===== config.mk =====
export PLATFORM = sky130hd
export DESIGN_NAME = xor_parity_packet_deframer_unit
export DESIGN_NICKNAME = d
export VERILOG_FILES = /design/src/sv/xpdfr_pkg.sv /design/src/sv/xpdfr_ram.sv /design/src/sv/xpdfr_useq.sv /design/src/sv/xpdfr_dpath.sv /design/src/sv/xor_parity_packet_deframer_unit.sv
export SDC_FILE = /design/constraint.sdc
export NUM_CORES = 1
export LEC_CHECK = 0
export BUFFER_PORTS_ARGS = -buffer_cell sky130_fd_sc_hd__buf_2
export CAP_MARGIN = 30
export CORE_ASPECT_RATIO = 1.75
export CORE_MARGIN = 5
export CORE_UTILIZATION = 56
export CTS_CLUSTER_SIZE = 20
export DETAILED_ROUTE_END_ITERATION = 16
export PLACE_DENSITY_LB_ADDON = 0.25
export SLEW_MARGIN = 15
export SYNTH_ARGS = -nofsm -noshare
export SYNTH_HDL_FRONTEND = slang
export SYNTH_SLANG_ARGS = --single-unit

===== constraint.sdc =====
create_clock -name clk -period 3.4 [get_ports clk]
set_input_delay 0.34 -clock clk [delete_from_list [all_inputs] [get_ports clk]]
set_output_delay 0.34 -clock clk [all_outputs]
set_load 0.02 [all_outputs]

===== src/sv/xpdfr_pkg.sv =====
// ----------------------------------------------------------------------------
// xpdfr_pkg
// Types, codes and the microprogram of the packet deframer.
// ----------------------------------------------------------------------------
package xpdfr_pkg;

  // payload of one input transfer
  typedef struct packed {
    logic       func;
    logic [7:0] rx_byte;
  } in_item_t;

  // payload of one result transfer
  typedef struct packed {
    logic [1:0] kind;
    logic [7:0] byte_value;
    logic [1:0] error_code;
    logic       last;
  } out_item_t;

  // configuration register values
  typedef struct packed {
    logic [7:0] start_byte;
    logic [7:0] stop_byte;
    logic [7:0] timeout_ticks;
  } cfg_t;

  // item kinds
  localparam logic FUNC_BYTE = 1'b0;
  localparam logic FUNC_TICK = 1'b1;

  // result kinds
  localparam logic [1:0] KIND_CMD  = 2'd0;
  localparam logic [1:0] KIND_DATA = 2'd1;
  localparam logic [1:0] KIND_ERR  = 2'd2;

  // error codes
  localparam logic [1:0] ERR_LENGTH  = 2'd0;
  localparam logic [1:0] ERR_TIMEOUT = 2'd1;
  localparam logic [1:0] ERR_STOP    = 2'd2;
  localparam logic [1:0] ERR_PARITY  = 2'd3;

  // configuration register indexes
  localparam logic [1:0] CFG_START   = 2'd0;
  localparam logic [1:0] CFG_STOP    = 2'd1;
  localparam logic [1:0] CFG_TIMEOUT = 2'd2;

  // receiver phase
  typedef enum logic [1:0] {
    PH_HUNT = 2'd0,
    PH_LEN  = 2'd1,
    PH_BODY = 2'd2
  } phase_t;

  // jump conditions
  typedef enum logic [3:0] {
    C_NEVER,
    C_ALWAYS,
    C_NO_INPUT,
    C_IS_TICK,
    C_PH_HUNT,
    C_PH_LEN,
    C_LEN_BAD,
    C_BODY_MORE,
    C_STOP_BAD,
    C_PARITY_BAD,
    C_TIMEOUT,
    C_EMIT_MORE
  } cond_t;

  // datapath operations
  typedef enum logic [2:0] {
    OP_NOP,
    OP_HUNT,
    OP_LEN_LOAD,
    OP_BODY_WR,
    OP_WAIT_INC,
    OP_TO_HUNT,
    OP_EMIT_INIT,
    OP_EMIT_NEXT
  } op_t;

  // result emission
  typedef enum logic [1:0] {
    EM_NONE,
    EM_ERROR,
    EM_DATA
  } emit_t;

  typedef logic [4:0] step_t;

  // one control word
  typedef struct packed {
    logic       ready;
    cond_t      cond;
    step_t      target;
    op_t        op;
    emit_t      emit;
    logic [1:0] err;
  } ucode_t;

  // status flags from the datapath
  typedef struct packed {
    logic is_tick;
    logic ph_hunt;
    logic ph_len;
    logic len_bad;
    logic body_more;
    logic stop_bad;
    logic parity_bad;
    logic timeout;
    logic emit_more;
  } dp_flags_t;

  // program entry points
  localparam step_t S_FETCH     = 5'd0;
  localparam step_t S_EMIT_RD   = 5'd8;
  localparam step_t S_TICK      = 5'd11;
  localparam step_t S_HUNT      = 5'd14;
  localparam step_t S_LEN       = 5'd15;
  localparam step_t S_E_LENGTH  = 5'd17;
  localparam step_t S_E_TIMEOUT = 5'd18;
  localparam step_t S_E_STOP    = 5'd19;
  localparam step_t S_E_PARITY  = 5'd20;

  // microprogram rom
  function automatic ucode_t ucode_rom(input step_t step);
    ucode_t w;
    w = '{ready: 1'b0, cond: C_NEVER, target: S_FETCH, op: OP_NOP,
          emit: EM_NONE, err: ERR_LENGTH};
    case (step)
      // wait for an input transfer
      5'd0: begin
        w.ready = 1'b1; w.cond = C_NO_INPUT; w.target = S_FETCH;
      end
      // dispatch on item kind and phase
      5'd1: begin w.cond = C_IS_TICK; w.target = S_TICK; end
      5'd2: begin w.cond = C_PH_HUNT; w.target = S_HUNT; end
      5'd3: begin w.cond = C_PH_LEN;  w.target = S_LEN;  end
      // body byte
      5'd4: begin
        w.op = OP_BODY_WR; w.cond = C_BODY_MORE; w.target = S_FETCH;
      end
      5'd5: begin w.cond = C_STOP_BAD;   w.target = S_E_STOP;   end
      5'd6: begin w.cond = C_PARITY_BAD; w.target = S_E_PARITY; end
      // good frame readout
      5'd7: begin w.op = OP_EMIT_INIT; end
      5'd8: begin w.op = OP_NOP; end
      5'd9: begin
        w.emit = EM_DATA; w.op = OP_EMIT_NEXT;
        w.cond = C_EMIT_MORE; w.target = S_EMIT_RD;
      end
      5'd10: begin w.op = OP_TO_HUNT; w.cond = C_ALWAYS; w.target = S_FETCH; end
      // tick
      5'd11: begin w.cond = C_PH_HUNT; w.target = S_FETCH; end
      5'd12: begin w.cond = C_TIMEOUT; w.target = S_E_TIMEOUT; end
      5'd13: begin w.op = OP_WAIT_INC; w.cond = C_ALWAYS; w.target = S_FETCH; end
      // start byte hunt
      5'd14: begin w.op = OP_HUNT; w.cond = C_ALWAYS; w.target = S_FETCH; end
      // length byte
      5'd15: begin w.cond = C_LEN_BAD; w.target = S_E_LENGTH; end
      5'd16: begin w.op = OP_LEN_LOAD; w.cond = C_ALWAYS; w.target = S_FETCH; end
      // error reports
      5'd17: begin
        w.emit = EM_ERROR; w.err = ERR_LENGTH; w.op = OP_TO_HUNT;
        w.cond = C_ALWAYS; w.target = S_FETCH;
      end
      5'd18: begin
        w.emit = EM_ERROR; w.err = ERR_TIMEOUT; w.op = OP_TO_HUNT;
        w.cond = C_ALWAYS; w.target = S_FETCH;
      end
      5'd19: begin
        w.emit = EM_ERROR; w.err = ERR_STOP; w.op = OP_TO_HUNT;
        w.cond = C_ALWAYS; w.target = S_FETCH;
      end
      5'd20: begin
        w.emit = EM_ERROR; w.err = ERR_PARITY; w.op = OP_TO_HUNT;
        w.cond = C_ALWAYS; w.target = S_FETCH;
      end
      default: begin w.cond = C_ALWAYS; w.target = S_FETCH; end
    endcase
    return w;
  endfunction

endpackage


===== src/sv/xpdfr_ram.sv =====
// ----------------------------------------------------------------------------
// xpdfr_ram
// Generic single-write, single-read RAM with registered read data.
// ----------------------------------------------------------------------------
module xpdfr_ram #(
  parameter int WIDTH = 8,
  parameter int DEPTH = 32
) (
  input  logic                     clk,
  input  logic                     we,
  input  logic [$clog2(DEPTH)-1:0] waddr,
  input  logic [WIDTH-1:0]         wdata,
  input  logic [$clog2(DEPTH)-1:0] raddr,
  output logic [WIDTH-1:0]         rdata
);

  logic [WIDTH-1:0] mem [DEPTH];
  logic [WIDTH-1:0] rdata_r;

  // write port and registered read port
  always_ff @(posedge clk) begin
    if (we) begin
      mem[waddr] <= wdata;
    end
    rdata_r <= mem[raddr];
  end

  assign rdata = rdata_r;

endmodule


===== src/sv/xpdfr_useq.sv =====
// ----------------------------------------------------------------------------
// xpdfr_useq
// Microprogram sequencer: step counter, control rom and conditional jumps.
// ----------------------------------------------------------------------------
module xpdfr_useq (
  input  logic                clk,
  input  logic                rst_n,
  input  logic                in_valid,
  input  logic                out_free,
  input  xpdfr_pkg::dp_flags_t flags,
  output xpdfr_pkg::ucode_t   ctrl
);

  xpdfr_pkg::step_t  step_r;
  xpdfr_pkg::step_t  step_nxt;
  xpdfr_pkg::ucode_t uw;
  logic              hold;
  logic              take;

  assign uw = xpdfr_pkg::ucode_rom(step_r);

  // an emitting step waits for room in the output register
  assign hold = (uw.emit != xpdfr_pkg::EM_NONE) && !out_free;

  // condition select
  always_comb begin
    case (uw.cond)
      xpdfr_pkg::C_NEVER:      take = 1'b0;
      xpdfr_pkg::C_ALWAYS:     take = 1'b1;
      xpdfr_pkg::C_NO_INPUT:   take = !in_valid;
      xpdfr_pkg::C_IS_TICK:    take = flags.is_tick;
      xpdfr_pkg::C_PH_HUNT:    take = flags.ph_hunt;
      xpdfr_pkg::C_PH_LEN:     take = flags.ph_len;
      xpdfr_pkg::C_LEN_BAD:    take = flags.len_bad;
      xpdfr_pkg::C_BODY_MORE:  take = flags.body_more;
      xpdfr_pkg::C_STOP_BAD:   take = flags.stop_bad;
      xpdfr_pkg::C_PARITY_BAD: take = flags.parity_bad;
      xpdfr_pkg::C_TIMEOUT:    take = flags.timeout;
      xpdfr_pkg::C_EMIT_MORE:  take = flags.emit_more;
      default:                 take = 1'b1;
    endcase
  end

  // next step
  always_comb begin
    if (hold) begin
      step_nxt = step_r;
    end else if (take) begin
      step_nxt = uw.target;
    end else begin
      step_nxt = step_r + 5'd1;
    end
  end

  // step counter
  always_ff @(posedge clk) begin
    if (!rst_n) begin
      step_r <= xpdfr_pkg::S_FETCH;
    end else begin
      step_r <= step_nxt;
    end
  end

  // suppress side effects of a held step
  always_comb begin
    ctrl = uw;
    if (hold) begin
      ctrl.op   = xpdfr_pkg::OP_NOP;
      ctrl.emit = xpdfr_pkg::EM_NONE;
    end
  end

endmodule


===== src/sv/xpdfr_dpath.sv =====
// ----------------------------------------------------------------------------
// xpdfr_dpath
// Frame datapath: item register, frame state, body buffer and result build.
// ----------------------------------------------------------------------------
module xpdfr_dpath #(
  parameter int FRAME_BUFFER = 32
) (
  input  logic                  clk,
  input  logic                  rst_n,
  input  xpdfr_pkg::ucode_t     ctrl,
  input  logic                  in_take,
  input  xpdfr_pkg::in_item_t   in_data,
  input  xpdfr_pkg::cfg_t       cfg,
  output xpdfr_pkg::dp_flags_t  flags,
  output xpdfr_pkg::out_item_t  result
);

  localparam int         AW      = $clog2(FRAME_BUFFER);
  localparam logic [8:0] MAX_LEN = 9'(FRAME_BUFFER - 2);

  xpdfr_pkg::in_item_t item_r;
  xpdfr_pkg::phase_t   phase_r, phase_nxt;
  logic [7:0]          len_r, len_nxt;
  logic [7:0]          idx_r, idx_nxt;
  logic [7:0]          par_r, par_nxt;
  logic [7:0]          wait_r, wait_nxt;
  logic [7:0]          pbyte_r, pbyte_nxt;
  logic [7:0]          cnt_r, cnt_nxt;
  logic                ram_we;
  logic [7:0]          ram_rdata;
  logic [7:0]          b;

  assign b = item_r.rx_byte;

  // body buffer
  xpdfr_ram #(
    .WIDTH (8),
    .DEPTH (FRAME_BUFFER)
  ) u_body (
    .clk   (clk),
    .we    (ram_we),
    .waddr (idx_r[AW-1:0]),
    .wdata (b),
    .raddr (cnt_r[AW-1:0]),
    .rdata (ram_rdata)
  );

  // status flags
  always_comb begin
    flags.is_tick    = (item_r.func == xpdfr_pkg::FUNC_TICK);
    flags.ph_hunt    = (phase_r != xpdfr_pkg::PH_LEN) && (phase_r != xpdfr_pkg::PH_BODY);
    flags.ph_len     = (phase_r == xpdfr_pkg::PH_LEN);
    flags.len_bad    = (b < 8'd3) || ({1'b0, b} > MAX_LEN);
    flags.body_more  = ({1'b0, idx_r} + 9'd1) < {1'b0, len_r};
    flags.stop_bad   = (b != cfg.stop_byte);
    flags.parity_bad = (pbyte_r != par_r);
    flags.timeout    = ({1'b0, wait_r} + 9'd1) >= {1'b0, cfg.timeout_ticks};
    flags.emit_more  = ({1'b0, cnt_r} + 9'd3) < {1'b0, len_r};
  end

  // datapath operations
  always_comb begin
    phase_nxt = phase_r;
    len_nxt   = len_r;
    idx_nxt   = idx_r;
    par_nxt   = par_r;
    wait_nxt  = wait_r;
    pbyte_nxt = pbyte_r;
    cnt_nxt   = cnt_r;
    ram_we    = 1'b0;
    case (ctrl.op)
      xpdfr_pkg::OP_NOP: begin
      end
      xpdfr_pkg::OP_HUNT: begin
        if (b == cfg.start_byte) begin
          phase_nxt = xpdfr_pkg::PH_LEN;
          wait_nxt  = 8'd0;
        end
      end
      xpdfr_pkg::OP_LEN_LOAD: begin
        len_nxt   = b;
        par_nxt   = b;
        idx_nxt   = 8'd0;
        wait_nxt  = 8'd0;
        phase_nxt = xpdfr_pkg::PH_BODY;
      end
      xpdfr_pkg::OP_BODY_WR: begin
        ram_we   = 1'b1;
        wait_nxt = 8'd0;
        idx_nxt  = idx_r + 8'd1;
        // command and data bytes feed the parity, the parity byte is kept
        if (({1'b0, idx_r} + 9'd2) < {1'b0, len_r}) begin
          par_nxt = par_r ^ b;
        end
        if (({1'b0, idx_r} + 9'd2) == {1'b0, len_r}) begin
          pbyte_nxt = b;
        end
      end
      xpdfr_pkg::OP_WAIT_INC: begin
        wait_nxt = wait_r + 8'd1;
      end
      xpdfr_pkg::OP_TO_HUNT: begin
        phase_nxt = xpdfr_pkg::PH_HUNT;
        idx_nxt   = 8'd0;
        wait_nxt  = 8'd0;
      end
      xpdfr_pkg::OP_EMIT_INIT: begin
        cnt_nxt = 8'd0;
      end
      xpdfr_pkg::OP_EMIT_NEXT: begin
        cnt_nxt = cnt_r + 8'd1;
      end
      default: begin
      end
    endcase
  end

  // frame state registers
  always_ff @(posedge clk) begin
    if (!rst_n) begin
      phase_r <= xpdfr_pkg::PH_HUNT;
      len_r   <= 8'd0;
      idx_r   <= 8'd0;
      par_r   <= 8'd0;
      wait_r  <= 8'd0;
      cnt_r   <= 8'd0;
    end else begin
      phase_r <= phase_nxt;
      len_r   <= len_nxt;
      idx_r   <= idx_nxt;
      par_r   <= par_nxt;
      wait_r  <= wait_nxt;
      cnt_r   <= cnt_nxt;
    end
  end

  // payload registers
  always_ff @(posedge clk) begin
    pbyte_r <= pbyte_nxt;
    if (in_take) begin
      item_r <= in_data;
    end
  end

  // result payload
  always_comb begin
    if (ctrl.emit == xpdfr_pkg::EM_DATA) begin
      result.kind       = (cnt_r == 8'd0) ? xpdfr_pkg::KIND_CMD : xpdfr_pkg::KIND_DATA;
      result.byte_value = ram_rdata;
      result.error_code = xpdfr_pkg::ERR_LENGTH;
      result.last       = !flags.emit_more;
    end else begin
      result.kind       = xpdfr_pkg::KIND_ERR;
      result.byte_value = 8'd0;
      result.error_code = ctrl.err;
      result.last       = 1'b1;
    end
  end

endmodule


===== src/sv/xor_parity_packet_deframer_unit.sv =====
// ----------------------------------------------------------------------------
// xor_parity_packet_deframer_unit
// Start/length/XOR-parity/stop packet deframer, microprogram controlled.
// ----------------------------------------------------------------------------
// Input channel (in_valid, in_stall, in_data): each transfer is a received
// byte or a one millisecond tick. Result channel (out_valid, out_stall,
// out_data): command and data bytes of good frames and error reports, the
// final result of each input item marked with last.
// Configuration: cfg_we writes cfg_wdata into register cfg_addr (start byte,
// stop byte, timeout ticks); the user must do so only while the block is idle,
// which the block itself does not enforce.
// Items are taken one at a time: input stays stalled while the microprogram
// runs the steps for the last item. After the stop byte of a good frame the
// program reads the command and data bytes out of the body buffer, whose read
// data is registered, and emits them in order.
// Results leave through one output register; a stall on the result channel
// holds the emitting step, so input stays stalled until the result moves on.
// Reset (rst_n low, synchronous) returns the program to its fetch step,
// the frame state to hunting and the configuration registers to their defaults.
// ----------------------------------------------------------------------------
module xor_parity_packet_deframer_unit #(
  parameter int FRAME_BUFFER = 32
) (
  input  logic                 clk,
  input  logic                 rst_n,
  input  logic                 in_valid,
  output logic                 in_stall,
  input  xpdfr_pkg::in_item_t  in_data,
  output logic                 out_valid,
  input  logic                 out_stall,
  output xpdfr_pkg::out_item_t out_data,
  input  logic                 cfg_we,
  input  logic [1:0]           cfg_addr,
  input  logic [7:0]           cfg_wdata
);

  xpdfr_pkg::cfg_t      cfg_r;
  xpdfr_pkg::ucode_t    ctrl;
  xpdfr_pkg::dp_flags_t flags;
  xpdfr_pkg::out_item_t result;
  xpdfr_pkg::out_item_t out_data_r;
  logic                 out_valid_r;
  logic                 out_free;
  logic                 in_take;
  logic                 out_load;

  assign in_stall = !ctrl.ready;
  assign in_take  = in_valid && ctrl.ready;
  assign out_free = !out_valid_r || !out_stall;
  assign out_load = (ctrl.emit != xpdfr_pkg::EM_NONE);

  // configuration registers
  always_ff @(posedge clk) begin
    if (!rst_n) begin
      cfg_r.start_byte    <= 8'd0;
      cfg_r.stop_byte     <= 8'd255;
      cfg_r.timeout_ticks <= 8'd10;
    end else if (cfg_we) begin
      case (cfg_addr)
        xpdfr_pkg::CFG_START:   cfg_r.start_byte    <= cfg_wdata;
        xpdfr_pkg::CFG_STOP:    cfg_r.stop_byte     <= cfg_wdata;
        xpdfr_pkg::CFG_TIMEOUT: cfg_r.timeout_ticks <= cfg_wdata;
        default: begin
        end
      endcase
    end
  end

  // sequencer
  xpdfr_useq u_useq (
    .clk      (clk),
    .rst_n    (rst_n),
    .in_valid (in_valid),
    .out_free (out_free),
    .flags    (flags),
    .ctrl     (ctrl)
  );

  // datapath
  xpdfr_dpath #(
    .FRAME_BUFFER (FRAME_BUFFER)
  ) u_dpath (
    .clk     (clk),
    .rst_n   (rst_n),
    .ctrl    (ctrl),
    .in_take (in_take),
    .in_data (in_data),
    .cfg     (cfg_r),
    .flags   (flags),
    .result  (result)
  );

  // output register
  always_ff @(posedge clk) begin
    if (!rst_n) begin
      out_valid_r <= 1'b0;
    end else if (out_load) begin
      out_valid_r <= 1'b1;
    end else if (!out_stall) begin
      out_valid_r <= 1'b0;
    end
  end

  always_ff @(posedge clk) begin
    if (out_load) begin
      out_data_r <= result;
    end
  end

  assign out_valid = out_valid_r;
  assign out_data  = out_data_r;

`ifndef NO_ASSERTIONS
  // a result is never loaded over one still waiting
  assert property (@(posedge clk) disable iff (!rst_n)
    out_load |-> !(out_valid_r && out_stall))
    else $error("result loaded into a full output register");

  // in the cycle after an input transfer the program is busy and input is stalled
  assert property (@(posedge clk) disable iff (!rst_n)
    in_take |=> in_stall)
    else $error("input taken on two consecutive cycles");

  // an error report is always the final result and carries no byte
  assert property (@(posedge clk) disable iff (!rst_n)
    (out_valid_r && out_data_r.kind == xpdfr_pkg::KIND_ERR)
      |-> (out_data_r.last && out_data_r.byte_value == 8'd0))
    else $error("malformed error report");
`endif

endmodule


==> key figures <==
Outcome
  – Status: completed

Logic synthesis
  – Post-Synthesis Cells: 1145
  – Synthesized area per cell: 14.3 µm²
  – Most frequent cell after synthesis: edfxtp_1
  – Synth top area cells: edfxtp_1 (53%), mux4_2 (11%), dfxtp_1 (9.8%), ha_1 (3.5%), nor2_1 (2.2%)
  – YS warnings: 0
  – Top-area cell type share of the netlist area: 52.6%
  – Ys async rst share: 0%
  – #FFs+latches synth: 366
  – Commonest cells in the netlist: edfxtp_1 (286), nor2_1 (96), dfxtp_1 (80), mux4_2 (80), nand2_1 (73)
  – Post-Syn Area: 0.0163 mm²
  – Cell taking the most area after synthesis: edfxtp_1
  – EDFF count, synth: 286
  – Net Count, Synth: 1215
  – Seq/Total Area, Yosys: 62.4%
  – Yosys cell types: 70
  – Predominant post-synthesis flop cell: edfxtp_1

Final layout
  – Fill cells: 2094
  – ANT cells: 0
  – Layout cells sized above 1: 23.1%
  – Layout Cells excl Fill: 1660
  – Nets: 1329
  – Layout Area Growth over Synthesis: 14.6%

Placed design
  – HPWL Detailed: 28.4 mm
  – PortBufs: 38
  – GP Congestion: 0.920
  – DP Cell Count: 1592

STA
  – FMAX: 327 MHz
  – Worst Skew: 27.9 ps
  – Worst slew margin: 34.8%
  – Hold_ws: 59.9 ps
  – Final setup vio count: 0
  – Max-slew violations: 0
  – Fin Setup TNS: 0 ps
  – Fin crit share: 90.1%
  – Final min period: 3060 ps
  – RSZ-0062 raised after global routing: false
  – Slew @ Worst Pin: 978 ps
  – Fin. Hold Viols: 0

Global route
  – Remaining Overflow, GRT: 0
  – Pin count of the biggest net entering global routing: 68
  – Initial antenna violation count: 0
  – Overall Global Routing Usage: 24.7%
  – First-pass GRT wire length: 62.2 mm
  – Vias in the first global route: 10.6k

Clocking
  – Clk_lat worst skew: 540 ps
  – Htree depth: 2
  – CTS tree: built
  – Clock sinks: 366
  – Bufs on Longest Clock Path: 3
  – Post-CTS Setup Bufs: 0
  – Worst-path clk slew: 70 ps
  – CTS Buf Count: 34
  – Clock root buffer: clkbuf_16

Die
  – Die Span X: 139 µm
  – Initial core utilization: 56.8%
  – Die Footprint: 0.0328 mm²
  – Row count: 82
  – Die H: 236 µm
  – Top-level port count: 39
  – CORE AREA: 0.0287 mm²

Power
  – Leak: 6.37 nW
  – Worst VDD drop: 0.400 mV
  – Power Dens Cells: 632 mW/mm²

Setup path
  – Critical path cell sequence: ha_1 -> nand3_1 -> inv_1 -> nand3_1 -> xnor2_1 -> ha_1 -> a21oi_1 -> o21ai_0 -> o21ai_0 -> a311oi_1 -> buf_4 -> o21ai_2 -> buf_4 -> and2_1 -> o221ai_1
  – Critical Path RT: 3790 ps
  – Worst path slowest cell: dfxtp_1
  – Max incr delay on CP: 400 ps
  – Max FO, Critical Path: 5
  – Worst path buffer plus inverter count: 3
  – Startpoint types: register
  – Critical path's top delay family: compound AO/OA/AOI/OAI gates
  – Critical Path End Type: register
  – Kind of critical path: reg2reg
  – Critical Path AT: 3450 ps

Detailed routing
  – DRC Markers: 0
  – Via count: 10.2k
  – Drt pass-1 iters: 5
  – Total Wirelength: 40.3 mm
  – Avg WL per Cell: 24.3 µm
  – DRT iter0 DRCs: 752
  – Routed Antenna Nets: 0
  – DR vias/cell: 6.16

Flow run
  – Max Cap Viol: 0

Min path
  – HP Class: in2reg
worst paths after layout:
| path | startpoint | end | slack, ps | depth (start not counted) |
|---|---|---|---|---|
| worst min register to register | u_dpath.len_r[3]$_SDFFE_PN0N_ | u_dpath.len_r[3]$_SDFFE_PN0N_ | 460 | 2 |
| worst min-delay path | cfg_wdata[4] | cfg_r[12]$_SDFFE_PN1P_ | 60 | 3 |
| worst max-delay path | u_dpath.wait_r[0]$_SDFFE_PN0P_ | u_useq.step_r[4]$_SDFFE_PN0N_ | 340 | 15 |
| worst max register to register | u_dpath.wait_r[0]$_SDFFE_PN0P_ | u_useq.step_r[4]$_SDFFE_PN0N_ | 340 | 15 |
logic make-up after synthesis:
logic type      count (synthesis)  synth area share [%]
flops                         366                  62.4
simple gates                  325                  9.79
compound gates                146                  6.18
mux                           104                  12.6
buf+inv                       100                  2.43
xor+xnor                       58                  3.11
fa+ha+maj                      46                  3.52
flip-flops by register name (all words and copies together) (netlist names), 2 cells and up:
signal and cells:
cfg_r 24, u_dpath.idx_r 8, u_dpath.cnt_r 8, u_dpath.wait_r 8
u_dpath.par_r 8, u_useq.step_r 5, u_dpath.phase_r 2, u_dpath.pbyte_r 8
out_data 13, u_dpath.len_r 8, u_dpath.u_body.mem 256, u_dpath.u_body.rdata 8
u_dpath.b 8
timing repair:
action | in CTS | in global routing
hold buffers | 9 | 0
resized for setup | 0 | 1
endpoints found under the setup margin | 0 | 1
endpoints found under the hold margin | 9 | 0
metal layers:
layer  global-route usage, %  share of wire, %  vias to the layer above
li1                        -                 -                     4604
met1                    26.4                34                     5158
met2                    45.1                54                      331
met3                    2.94               3.6                      140
met4                    16.8               8.2                        0
met5                       0                 0                        -
worst register-to-register path, delay by kind of cell (launching register included):
| kind | cells | cell delay (ps) |
|---|---|---|
| adder cells (fa/ha/maj) | 2 | 500 |
| AND/OR/NAND/NOR | 3 | 480 |
| buffers and inverters | 3 | 510 |
| XOR/XNOR | 1 | 170 |
| flip-flops | 1 | 400 |
| AO/OA/AOI/OAI | 6 | 870 |
power breakdown:
| part | switching [W] | leakage, nW | total (W) | internal, W |
|---|---|---|---|---|
| combinational | 0.00152 | 2.57 | 0.00236 | 0.000841 |
| sequential | 0.000229 | 3.23 | 0.00545 | 0.00522 |
| clock | 0.00167 | 0.572 | 0.00402 | 0.00235 |
| total | 0.00341 | 6.37 | 0.0118 | 0.00841 |
layout make-up:
cell class / instances / area (µm²) / share of cell area (%)
Timing Repair Buffer: 144 / 1010 / 5.39
Tap cell: 378 / 473 / 2.53
Sequential cell: 366 / 10200 / 54.5
Clock inverter: 18 / 239 / 1.28
Inverter: 34 / 128 / 0.682
Multi-Input combinational cell: 679 / 5750 / 30.7
Clock buffer: 41 / 928 / 4.96
through the flow:
| stage | cell area [µm²] | setup slack (ps) | power, W | util [%] |
|---|---|---|---|---|
| detailed placement | 17500 | 301 | 0.00785 | 60.8 |
| finish | 18700 | 338 | 0.0118 | 65.2 |
| global placement | 17500 | 335 | 0.00780 | 60.8 |
| CTS | 18700 | 265 | 0.0119 | 65.1 |
| global route | 18700 | 118 | 0.0123 | 65.2 |
| floorplan | 16300 | 54.7 | 0.00690 | - |
cells in the final DEF, fill, tap and decap left out, drive strengths merged, types with 4 or more instances in the layout:
cell type,n
bufinv,5
a31oi,14
xnor2,29
mux2i,16
edfxtp,286
nor2b,9
o211ai,14
inv,39
a311oi,4
dfxtp,80
and2,10
mux4,80
nand2,75
nand3,38
a21oi,38
or2,4
clkinv,7
o21a,7
mux2,8
ha,46
nor3,26
o21ai,24
nor3b,14
nor2,96
a221oi,8
clkbuf,41
nor4,6
nand3b,5
or3,8
and3,12
dlygate4sd3,9
nand2b,4
buf,135
a211oi,5
nand4,13
xor2,29
No activity file was read; power rests on OpenSTA's default activity.
